--- src/hw/rtl/tdd_pkg.sv ---
`timescale 1ns / 1ps

package tdd_pkg;

   localparam int TILT_F_W = 13;
   localparam int TILT_S_W = 12;
   localparam int DIST_W = 16;
   localparam int CFG_W = 11;
   localparam int ACT_W = 3;
   localparam int DUTY_W = 7;

   localparam int REQ_DATA_W = 48;
   localparam int RSP_DATA_W = 24;
   localparam int CSR_INDEX_W = 2;
   localparam int CSR_DATA_W = 16;

   localparam int NUM_W = 26;
   localparam int QUO_W = 15;
   localparam int PROD_W = 30;
   localparam int SCL_SHIFT = 8;
   localparam int RECIP_W = 26;
   localparam int RECIP_SHIFT = 32;
   localparam int DUTY_SHIFT = 9;

   localparam logic [QUO_W-1:0] FULL_Q = 15'd25600;
   localparam logic [QUO_W-1:0] ONE_PCT_Q = 15'd256;
   localparam logic [NUM_W-1:0] FULL_Q_NUM = 26'd25600;
   localparam logic [RECIP_W-1:0] RECIP_100 = 26'd42949673;
   localparam logic [DIST_W-1:0] MIN_DIST = 16'd16;
   localparam logic [DUTY_W-1:0] DUTY_BASE = 7'd50;

   localparam logic [CFG_W-1:0] DEAD_ZONE_RESET = 11'd192;
   localparam logic [CFG_W-1:0] FULL_TILT_RESET = 11'd720;
   localparam logic [DIST_W-1:0] STOP_DIST_RESET = 16'd320;

   localparam logic [CSR_INDEX_W-1:0] CSR_DEAD_ZONE = 2'd0;
   localparam logic [CSR_INDEX_W-1:0] CSR_FULL_TILT = 2'd1;
   localparam logic [CSR_INDEX_W-1:0] CSR_STOP_DISTANCE = 2'd2;

   typedef enum logic [ACT_W-1:0] {
      ACT_STOP       = 3'd0,
      ACT_OBSTACLE   = 3'd1,
      ACT_FORWARD    = 3'd2,
      ACT_BACKWARD   = 3'd3,
      ACT_SPIN_LEFT  = 3'd4,
      ACT_SPIN_RIGHT = 3'd5
   } action_type;

   typedef struct packed {
      logic valid;
      logic dead_f;
      logic dead_s;
      logic sat_f;
      logic sat_s;
      logic f_pos;
      logic s_pos;
      logic near;
   } side_type;

   function automatic logic [DUTY_W-1:0] duty_of(input logic [QUO_W-1:0] q);
      return DUTY_BASE + DUTY_W'(q >> DUTY_SHIFT);
   endfunction

endpackage

--- src/hw/rtl/tdd_prep.sv ---
`timescale 1ns / 1ps

module tdd_prep import tdd_pkg::*; (
   input  logic                clock,
   input  logic                reset,
   input  logic                en_i,
   input  logic                valid_i,
   input  logic [TILT_F_W-1:0] tilt_forward_i,
   input  logic [TILT_S_W-1:0] tilt_side_i,
   input  logic [DIST_W-1:0]   front_distance_i,
   input  logic [CFG_W-1:0]    dead_zone_i,
   input  logic [CFG_W-1:0]    span_i,
   input  logic                degen_i,
   input  logic [DIST_W-1:0]   stop_distance_i,
   output side_type            side_o,
   output logic [NUM_W-1:0]    num_f_o,
   output logic [NUM_W-1:0]    num_s_o
);

   logic [TILT_F_W-1:0] mag_f;
   logic [TILT_S_W-1:0] mag_s;
   logic [TILT_F_W-1:0] over_f;
   logic [TILT_S_W-1:0] over_s;
   side_type            side_in;
   side_type            side_ff;
   logic [NUM_W-1:0]    num_f_in;
   logic [NUM_W-1:0]    num_s_in;
   logic [NUM_W-1:0]    num_f_ff;
   logic [NUM_W-1:0]    num_s_ff;

   always_comb begin
      mag_f = tilt_forward_i[TILT_F_W-1] ? (~tilt_forward_i + 1'b1) : tilt_forward_i;
      mag_s = tilt_side_i[TILT_S_W-1] ? (~tilt_side_i + 1'b1) : tilt_side_i;
      over_f = mag_f - TILT_F_W'(dead_zone_i);
      over_s = mag_s - TILT_S_W'(dead_zone_i);

      side_in.valid = valid_i;
      side_in.dead_f = mag_f <= TILT_F_W'(dead_zone_i);
      side_in.dead_s = mag_s <= TILT_S_W'(dead_zone_i);
      side_in.sat_f = degen_i || (over_f >= TILT_F_W'(span_i));
      side_in.sat_s = degen_i || (over_s >= TILT_S_W'(span_i));
      side_in.f_pos = !tilt_forward_i[TILT_F_W-1] && (tilt_forward_i != '0);
      side_in.s_pos = !tilt_side_i[TILT_S_W-1] && (tilt_side_i != '0);
      side_in.near = (front_distance_i > MIN_DIST) && (front_distance_i < stop_distance_i);

      num_f_in = NUM_W'(over_f[CFG_W-1:0]) * FULL_Q_NUM;
      num_s_in = NUM_W'(over_s[CFG_W-1:0]) * FULL_Q_NUM;
   end

   always_ff @(posedge clock) begin
      if (reset) begin
         side_ff <= '0;
      end else if (en_i) begin
         side_ff <= side_in;
      end
   end

   always_ff @(posedge clock) begin
      if (en_i) begin
         num_f_ff <= num_f_in;
         num_s_ff <= num_s_in;
      end
   end

   assign side_o = side_ff;
   assign num_f_o = num_f_ff;
   assign num_s_o = num_s_ff;

endmodule

--- src/hw/rtl/tdd_div.sv ---
`timescale 1ns / 1ps

module tdd_div import tdd_pkg::*; #(
   parameter int NUM_W_P = NUM_W,
   parameter int DEN_W_P = CFG_W,
   parameter int QUO_W_P = QUO_W
) (
   input  logic               clock,
   input  logic               en_i,
   input  logic [NUM_W_P-1:0] num_i,
   input  logic [DEN_W_P-1:0] den_i,
   output logic [QUO_W_P-1:0] quo_o
);

   logic [DEN_W_P-1:0] rem_ff [QUO_W_P-1];
   logic [NUM_W_P-1:0] num_ff [QUO_W_P-1];
   logic [QUO_W_P-1:0] quo_ff [QUO_W_P];

   for (genvar s = 0; s < QUO_W_P; s++) begin : g_stage
      logic [DEN_W_P-1:0] rem_prev;
      logic [NUM_W_P-1:0] num_prev;
      logic [QUO_W_P-1:0] quo_prev;
      logic [DEN_W_P:0]   trial;
      logic               ge;
      logic [DEN_W_P-1:0] rem_in;
      logic [QUO_W_P-1:0] quo_in;

      if (s == 0) begin : g_first
         assign rem_prev = DEN_W_P'(num_i >> QUO_W_P);
         assign num_prev = num_i;
         assign quo_prev = '0;
      end else begin : g_next
         assign rem_prev = rem_ff[s-1];
         assign num_prev = num_ff[s-1];
         assign quo_prev = quo_ff[s-1];
      end

      assign trial = {rem_prev, num_prev[QUO_W_P-1-s]};
      assign ge = trial >= {1'b0, den_i};
      assign rem_in = ge ? DEN_W_P'(trial - {1'b0, den_i}) : trial[DEN_W_P-1:0];
      assign quo_in = {quo_prev[QUO_W_P-2:0], ge};

      always_ff @(posedge clock) begin
         if (en_i) begin
            quo_ff[s] <= quo_in;
         end
      end

      if (s < QUO_W_P - 1) begin : g_carry
         always_ff @(posedge clock) begin
            if (en_i) begin
               rem_ff[s] <= rem_in;
               num_ff[s] <= num_prev;
            end
         end
      end
   end

   assign quo_o = quo_ff[QUO_W_P-1];

endmodule

--- src/hw/rtl/tdd_mix.sv ---
`timescale 1ns / 1ps

module tdd_mix import tdd_pkg::*; (
   input  logic              clock,
   input  logic              reset,
   input  logic              en_i,
   input  side_type          side_i,
   input  logic [QUO_W-1:0]  qf_i,
   input  logic [QUO_W-1:0]  qs_i,
   output logic              valid_o,
   output logic [ACT_W-1:0]  action_o,
   output logic [DUTY_W-1:0] left_o,
   output logic [DUTY_W-1:0] right_o
);

   localparam int SCL_W = PROD_W - SCL_SHIFT;
   localparam int RMUL_W = SCL_W + RECIP_W;

   side_type              m1_side_ff;
   side_type              m2_side_ff;
   logic [QUO_W-1:0]      speed_in;
   logic [QUO_W-1:0]      turn_in;
   logic [PROD_W-1:0]     prod_in;
   logic [QUO_W-1:0]      speed1_ff;
   logic [QUO_W-1:0]      turn1_ff;
   logic [PROD_W-1:0]     prod_ff;
   logic [RMUL_W-1:0]     rmul;
   logic [QUO_W-1:0]      slow_in;
   logic [QUO_W-1:0]      speed2_ff;
   logic [QUO_W-1:0]      turn2_ff;
   logic [QUO_W-1:0]      slow_ff;
   logic [QUO_W-1:0]      lq;
   logic [QUO_W-1:0]      rq;
   action_type            action_in;
   logic [DUTY_W-1:0]     left_in;
   logic [DUTY_W-1:0]     right_in;
   logic                  valid_ff;
   action_type            action_ff;
   logic [DUTY_W-1:0]     left_ff;
   logic [DUTY_W-1:0]     right_ff;

   always_comb begin
      speed_in = side_i.dead_f ? '0 : (side_i.sat_f ? FULL_Q : qf_i);
      turn_in = side_i.dead_s ? '0 : (side_i.sat_s ? FULL_Q : qs_i);
      prod_in = PROD_W'(speed_in) * PROD_W'(FULL_Q - turn_in);
   end

   assign rmul = RMUL_W'(prod_ff[PROD_W-1:SCL_SHIFT]) * RMUL_W'(RECIP_100);
   assign slow_in = rmul[RECIP_SHIFT +: QUO_W];

   always_comb begin
      lq = speed2_ff;
      rq = speed2_ff;
      if (!m2_side_ff.dead_s) begin
         if (m2_side_ff.s_pos) begin
            rq = slow_ff;
         end else begin
            lq = slow_ff;
         end
      end

      action_in = ACT_STOP;
      left_in = '0;
      right_in = '0;
      if (!(m2_side_ff.dead_f && m2_side_ff.dead_s)) begin
         if (m2_side_ff.dead_f) begin
            action_in = m2_side_ff.s_pos ? ACT_SPIN_RIGHT : ACT_SPIN_LEFT;
            left_in = duty_of(turn2_ff);
            right_in = duty_of(turn2_ff);
         end else if (m2_side_ff.f_pos && m2_side_ff.near) begin
            action_in = ACT_OBSTACLE;
         end else begin
            action_in = m2_side_ff.f_pos ? ACT_FORWARD : ACT_BACKWARD;
            if (lq > ONE_PCT_Q) begin
               left_in = duty_of(lq);
            end
            if (rq > ONE_PCT_Q) begin
               right_in = duty_of(rq);
            end
         end
      end
   end

   always_ff @(posedge clock) begin
      if (reset) begin
         m1_side_ff <= '0;
         m2_side_ff <= '0;
         valid_ff <= 1'b0;
      end else if (en_i) begin
         m1_side_ff <= side_i;
         m2_side_ff <= m1_side_ff;
         valid_ff <= m2_side_ff.valid;
      end
   end

   always_ff @(posedge clock) begin
      if (en_i) begin
         speed1_ff <= speed_in;
         turn1_ff <= turn_in;
         prod_ff <= prod_in;
         speed2_ff <= speed1_ff;
         turn2_ff <= turn1_ff;
         slow_ff <= slow_in;
         action_ff <= action_in;
         left_ff <= left_in;
         right_ff <= right_in;
      end
   end

   assign valid_o = valid_ff;
   assign action_o = action_ff;
   assign left_o = left_ff;
   assign right_o = right_ff;

endmodule

--- src/hw/rtl/tilt_to_differential_drive_unit.sv ---
`timescale 1ns / 1ps

// Turns one tilt sample (forward tilt, side tilt, front distance) into one motor
// command with a drive action and left and right duty in percent. The block
// takes one item in every cycle while the result side does not stall. Each
// item passes through the magnitude and dead-zone compare register, the two
// pipelined radix-2 dividers that scale the tilts, the turn-side multiply and
// the divide by 25600, and the output register. A stall on the result side
// holds the whole pipeline, so nothing is lost or repeated. The user must write
// registers through the csr_ port only while no item is in flight; the block
// itself does not enforce this.

module tilt_to_differential_drive_unit import tdd_pkg::*; (
   input  logic                   clock,
   input  logic                   reset,
   input  logic                   req_tvalid,
   output logic                   req_tready,
   // tilt_forward[12:0], tilt_side[24:13], front_distance[40:25], zero fill
   input  logic [REQ_DATA_W-1:0]  req_tdata,
   output logic                   rsp_tvalid,
   input  logic                   rsp_tready,
   // drive_action[2:0], left_duty[9:3], right_duty[16:10], zero fill
   output logic [RSP_DATA_W-1:0]  rsp_tdata,
   input  logic                   csr_valid,
   output logic                   csr_ready,
   input  logic [CSR_INDEX_W-1:0] csr_index,
   input  logic [CSR_DATA_W-1:0]  csr_data
);

   logic [CFG_W-1:0]  dead_zone_ff;
   logic [CFG_W-1:0]  full_tilt_ff;
   logic [DIST_W-1:0] stop_distance_ff;
   logic [CFG_W-1:0]  span;
   logic              degen;
   logic              en;
   side_type          prep_side;
   logic [NUM_W-1:0]  num_f;
   logic [NUM_W-1:0]  num_s;
   side_type          div_side_ff [QUO_W];
   logic [QUO_W-1:0]  qf;
   logic [QUO_W-1:0]  qs;
   logic [ACT_W-1:0]  action;
   logic [DUTY_W-1:0] left_duty;
   logic [DUTY_W-1:0] right_duty;

   assign csr_ready = 1'b1;

   always_ff @(posedge clock) begin
      if (reset) begin
         dead_zone_ff <= DEAD_ZONE_RESET;
         full_tilt_ff <= FULL_TILT_RESET;
         stop_distance_ff <= STOP_DIST_RESET;
      end else if (csr_valid) begin
         case (csr_index)
            CSR_DEAD_ZONE: begin
               dead_zone_ff <= csr_data[CFG_W-1:0];
            end
            CSR_FULL_TILT: begin
               full_tilt_ff <= csr_data[CFG_W-1:0];
            end
            CSR_STOP_DISTANCE: begin
               stop_distance_ff <= csr_data;
            end
            default: begin
            end
         endcase
      end
   end

   assign span = full_tilt_ff - dead_zone_ff;
   assign degen = full_tilt_ff <= dead_zone_ff;

   assign en = !rsp_tvalid || rsp_tready;
   assign req_tready = en;

   tdd_prep u_prep (
      .clock            (clock),
      .reset            (reset),
      .en_i             (en),
      .valid_i          (req_tvalid),
      .tilt_forward_i   (req_tdata[12:0]),
      .tilt_side_i      (req_tdata[24:13]),
      .front_distance_i (req_tdata[40:25]),
      .dead_zone_i      (dead_zone_ff),
      .span_i           (span),
      .degen_i          (degen),
      .stop_distance_i  (stop_distance_ff),
      .side_o           (prep_side),
      .num_f_o          (num_f),
      .num_s_o          (num_s)
   );

   tdd_div #(
      .NUM_W_P (NUM_W),
      .DEN_W_P (CFG_W),
      .QUO_W_P (QUO_W)
   ) u_div_f (
      .clock (clock),
      .en_i  (en),
      .num_i (num_f),
      .den_i (span),
      .quo_o (qf)
   );

   tdd_div #(
      .NUM_W_P (NUM_W),
      .DEN_W_P (CFG_W),
      .QUO_W_P (QUO_W)
   ) u_div_s (
      .clock (clock),
      .en_i  (en),
      .num_i (num_s),
      .den_i (span),
      .quo_o (qs)
   );

   always_ff @(posedge clock) begin
      if (reset) begin
         for (int i = 0; i < QUO_W; i++) begin
            div_side_ff[i] <= '0;
         end
      end else if (en) begin
         div_side_ff[0] <= prep_side;
         for (int i = 1; i < QUO_W; i++) begin
            div_side_ff[i] <= div_side_ff[i-1];
         end
      end
   end

   tdd_mix u_mix (
      .clock    (clock),
      .reset    (reset),
      .en_i     (en),
      .side_i   (div_side_ff[QUO_W-1]),
      .qf_i     (qf),
      .qs_i     (qs),
      .valid_o  (rsp_tvalid),
      .action_o (action),
      .left_o   (left_duty),
      .right_o  (right_duty)
   );

   assign rsp_tdata = {7'd0, right_duty, left_duty, action};

   a_stop_zero_duty: assert property (@(posedge clock) disable iff (reset)
      rsp_tvalid && (rsp_tdata[2:0] == ACT_STOP || rsp_tdata[2:0] == ACT_OBSTACLE)
      |-> rsp_tdata[9:3] == 7'd0 && rsp_tdata[16:10] == 7'd0)
      else $error("stop command with nonzero duty");

   a_spin_equal: assert property (@(posedge clock) disable iff (reset)
      rsp_tvalid && (rsp_tdata[2:0] == ACT_SPIN_LEFT || rsp_tdata[2:0] == ACT_SPIN_RIGHT)
      |-> rsp_tdata[9:3] == rsp_tdata[16:10] && rsp_tdata[9:3] >= DUTY_BASE)
      else $error("spin command with unequal or low duty");

   a_duty_range: assert property (@(posedge clock) disable iff (reset)
      rsp_tvalid |-> rsp_tdata[9:3] <= 7'd100 && rsp_tdata[16:10] <= 7'd100)
      else $error("duty above full scale");

endmodule

--- config.mk ---
export PLATFORM = sky130hd
export DESIGN_NAME = tilt_to_differential_drive_unit
export DESIGN_NICKNAME = d
export VERILOG_FILES = /design/src/hw/rtl/tdd_pkg.sv /design/src/hw/rtl/tdd_prep.sv /design/src/hw/rtl/tdd_div.sv /design/src/hw/rtl/tdd_mix.sv /design/src/hw/rtl/tilt_to_differential_drive_unit.sv
export SDC_FILE = /design/constraint.sdc
export NUM_CORES = 2
export LEC_CHECK = 0
export BUFFER_PORTS_ARGS = -buffer_cell sky130_fd_sc_hd__buf_2
export CAP_MARGIN = 20
export CORE_UTILIZATION = 50
export CTS_CLUSTER_DIAMETER = 80
export DETAILED_ROUTE_END_ITERATION = 16
export HOLD_SLACK_MARGIN = 0.02
export PLACE_DENSITY = 0.64
export SLEW_MARGIN = 5
export SYNTH_ARGS = -nofsm -noshare
export SYNTH_HDL_FRONTEND = slang
export SYNTH_SLANG_ARGS = --single-unit
--- constraint.sdc ---
create_clock -name clock -period 53.5 [get_ports clock]
set_input_delay 8.025 -clock clock [delete_from_list [all_inputs] [get_ports clock]]
set_output_delay 8.025 -clock clock [all_outputs]
set_load 0.01 [all_outputs]
==> metrics.cfg <==
[outcome]
status=finished, final reports clean

[clocking]
cts_resized=0
cts_tree=built
clkSinkCount=875
cts_root_buf=clkbuf_16
clock_path_buffers=3
clock_latency_ns=0.70
postCtsSetupBuffers=0
numCtsBuffers=96
hold_buffers=0
cts.clk_slew.worst_paths_ns=0.06
h-tree-depth=3

[logic_synthesis]
syn-cell-area_um2=64920
synth_cell_types=71
synthCells=5732
ys_async_sr_fraction=0
ys_ff_latch=875
synth_top_flop_cell=edfxtp_1
syn_avg_cell_area_um2=11.33
yosys_warnings=0
synth_edf_count=816
seq_area_frac_synth=0.3956
yosysTopAreaCell=edfxtp_1
yosysMostFrequentCell=edfxtp_1
synthTopCellsByArea=edfxtp_1, ha_1, fa_1, inv_1, mux2_2
synth_top_area_frac=0.3775
ys_top_cells_by_count=edfxtp_1, ha_1, inv_1

[sta]
fin_skew_ns=0.07992
tightest_slew_ns=1.056
post-route-period-util=0.3210
drv_slew=0
finalHoldViolations=0
setup_tns_ns=0
grt_setup_unrepaired=no
final.min_clock_period_ns=17.17
finalSetupViolCount=0
maxSlewHeadroom=0.2936
max_freq_mhz=58.24

[floorplan]
die_area_um2=131300
start_util=0.5065
core_um2=128200
die_w_um=362.3
num_rows=131
die_h_um=362.3
io_pins=98

[finish]
drive_gt1_frac=0.09597
syn2layout_area_growth_pct=9.251
fill_cells=11020
fin_nets=7134

[critical_path]
required_ns=45.47
regToRegEndpoint=u_mix.prod_ff[28]$_DFFE_PP_
endpoint=req_tready
cp_slowest_cell=buf_4
worstPathArrival_ns=9.15
reg2reg_depth=29
r2r_start=div_side_ff[1][53]$_SDFFCE_PP0P_
worstSetupStartpointType=input port
reg2reg_slack_ns=43.56
worstSetupPathType=input port to primary output
cp-end-kind=primary output
max_stage_delay_ns=0.38
cpMostUsedCell=buf_2
path_cells=buf_2 > nor2b_4 > buf_4 > inv_8 > buf_2
path_max_fanout=40
startpoint=rsp_tready

[drt]
drtIter0Drc=2402
drc=0
firstDrtPassIters=6
drt-total-wl_mm=138.1
vias=41270
routed_via_density=5.386
wl_per_cell_um=18.03
antenna_left=0

[place]
io_buffers=82
gp_congestion=0.9065
hpwl_mm=102.0

[global_routing]
grt_max_degree=185
antenna_found_initial=4
grt_pass1_vias=42310
overflow=0
grt_use_total=0.2156
grt_pass1_wl_mm=224.1

[worst_hold_path]
hold_path.class=flop to flop

[run]
max_cap_viol_count=0

==> worst max-delay path: cells and delay by family <==
family                 cells  cell delay, ns
and+or+nand+nor            1            0.09
buffers and inverters      4            0.93
==> layer usage <==
| layer | global-route usage | routed length, um | up-vias | part of all wire |
|---|---|---|---|---|
| li1 | - | - | 20100 | - |
| met1 | 0.2796 | 61640 | 20140 | 0.45 |
| met2 | 0.3646 | 65640 | 756 | 0.48 |
| met3 | 0.02790 | 5018 | 264 | 0.036 |
| met4 | 0.08819 | 5836 | 0 | 0.042 |
| met5 | 0 | 0 | - | 0 |
==> area by class of cell <==
cell class,count,area [um^2],area share
clock inverters,70,912.1,0.01286
repair buffers,117,700.7,0.009879
multi-input cells,3993,36040,0.5082
inverters,764,2879,0.04059
clock buffers,110,2536,0.03576
well taps,1729,2163,0.03050
diodes,3,7.507,0.0001058
flip-flops and latches,875,25680,0.3621
==> through the flow <==
stage          instance area, um^2  hold WS (ns)  instances  utilization  worst slack (ns)
2_1_floorplan                64940        0.4003       5738            -             18.26
6_report                     70920        0.3972       7661       0.5533             36.33
4_1_cts                      70900        0.3994       7656       0.5532             36.36
3_5_place_dp                 67450        0.4045       7476       0.5263             36.36
5_1_grt                      70920        0.4086       7658       0.5533             36.28
3_3_place_gp                 67450        0.4005       7475       0.5262             36.37
==> sequential cells by signal, summed over array words and instances, names as in the netlist, 15 cells and up <==
signal,cells
u_mix.slow_ff,15
u_div_s.quo_ff,120
u_div_s.rem_ff,154
stop_distance_ff,16
u_div_f.rem_ff,154
u_div_f.quo_ff,120
div_side_ff,120
u_mix.prod_ff,22
u_prep.num_f_o,16
u_mix.speed2_ff,15
u_prep.num_s_o,16
u_mix.speed1_ff,15
==> worst min path at each step <==
| stage | from | endpoint | slack [ns] | cells after the start |
|---|---|---|---|---|
| after global placement | u_div_f.quo_ff[0][93]$_DFFE_PP_ | u_div_f.quo_ff[0][109]$_DFFE_PP_ | 0.40 | 0 |
| after CTS | u_div_s.quo_ff[2][1]$_DFFE_PP_ | u_div_s.quo_ff[3][2]$_DFFE_PP_ | 0.40 | 0 |
| final | u_div_s.quo_ff[2][1]$_DFFE_PP_ | u_div_s.quo_ff[3][2]$_DFFE_PP_ | 0.40 | 0 |
| after global routing | u_div_s.quo_ff[7][7]$_DFFE_PP_ | u_div_s.quo_ff[8][8]$_DFFE_PP_ | 0.41 | 0 |
| after detailed placement | u_div_f.quo_ff[0][94]$_DFFE_PP_ | u_div_f.quo_ff[0][110]$_DFFE_PP_ | 0.40 | 0 |
| after floorplan | u_prep.num_f_o[10]$_DFFE_PP_ | u_div_f.num_ff[0][10]$_DFFE_PP_ | 0.40 | 0 |
==> placed cells by master, fill, tap and decap left out, types with 10 or more instances in the layout <==
cell	n
nand2b_1	18
o21a_1	11
dfxtp_1	59
nand3_1	39
edfxtp_1	816
o21ai_0	175
xnor2_1	231
clkbuf_16	97
clkinv_2	17
o21bai_1	56
clkinv_1	13
ha_1	763
o21ai_1	17
nor2b_1	92
o31ai_1	33
xor2_1	105
nor3b_1	25
nand2_1	398
a21boi_0	12
or2_2	35
inv_1	760
a21oi_1	359
a2111oi_0	18
fa_1	452
buf_2	81
and2_1	107
o22ai_1	10
bufinv_16	15
mux2i_1	16
a21o_1	130
nor3_1	82
buf_4	34
nor2_1	349
a211oi_1	26
mux2_2	232
nand4_1	73
==> logic make-up after synthesis <==
group,synth area share
AND/OR/NAND/NOR,0.09234
adder cells (fa/ha/maj),0.2866
AO/OA/AOI/OAI,0.08509
flip-flops,0.3956
buffers and inverters,0.05119
XOR/XNOR,0.04628
multiplexers,0.04271
other,0.0001157
Power is not shown: default switching activity piles up to over one toggle a cycle in this logic, so the estimate is an artifact.
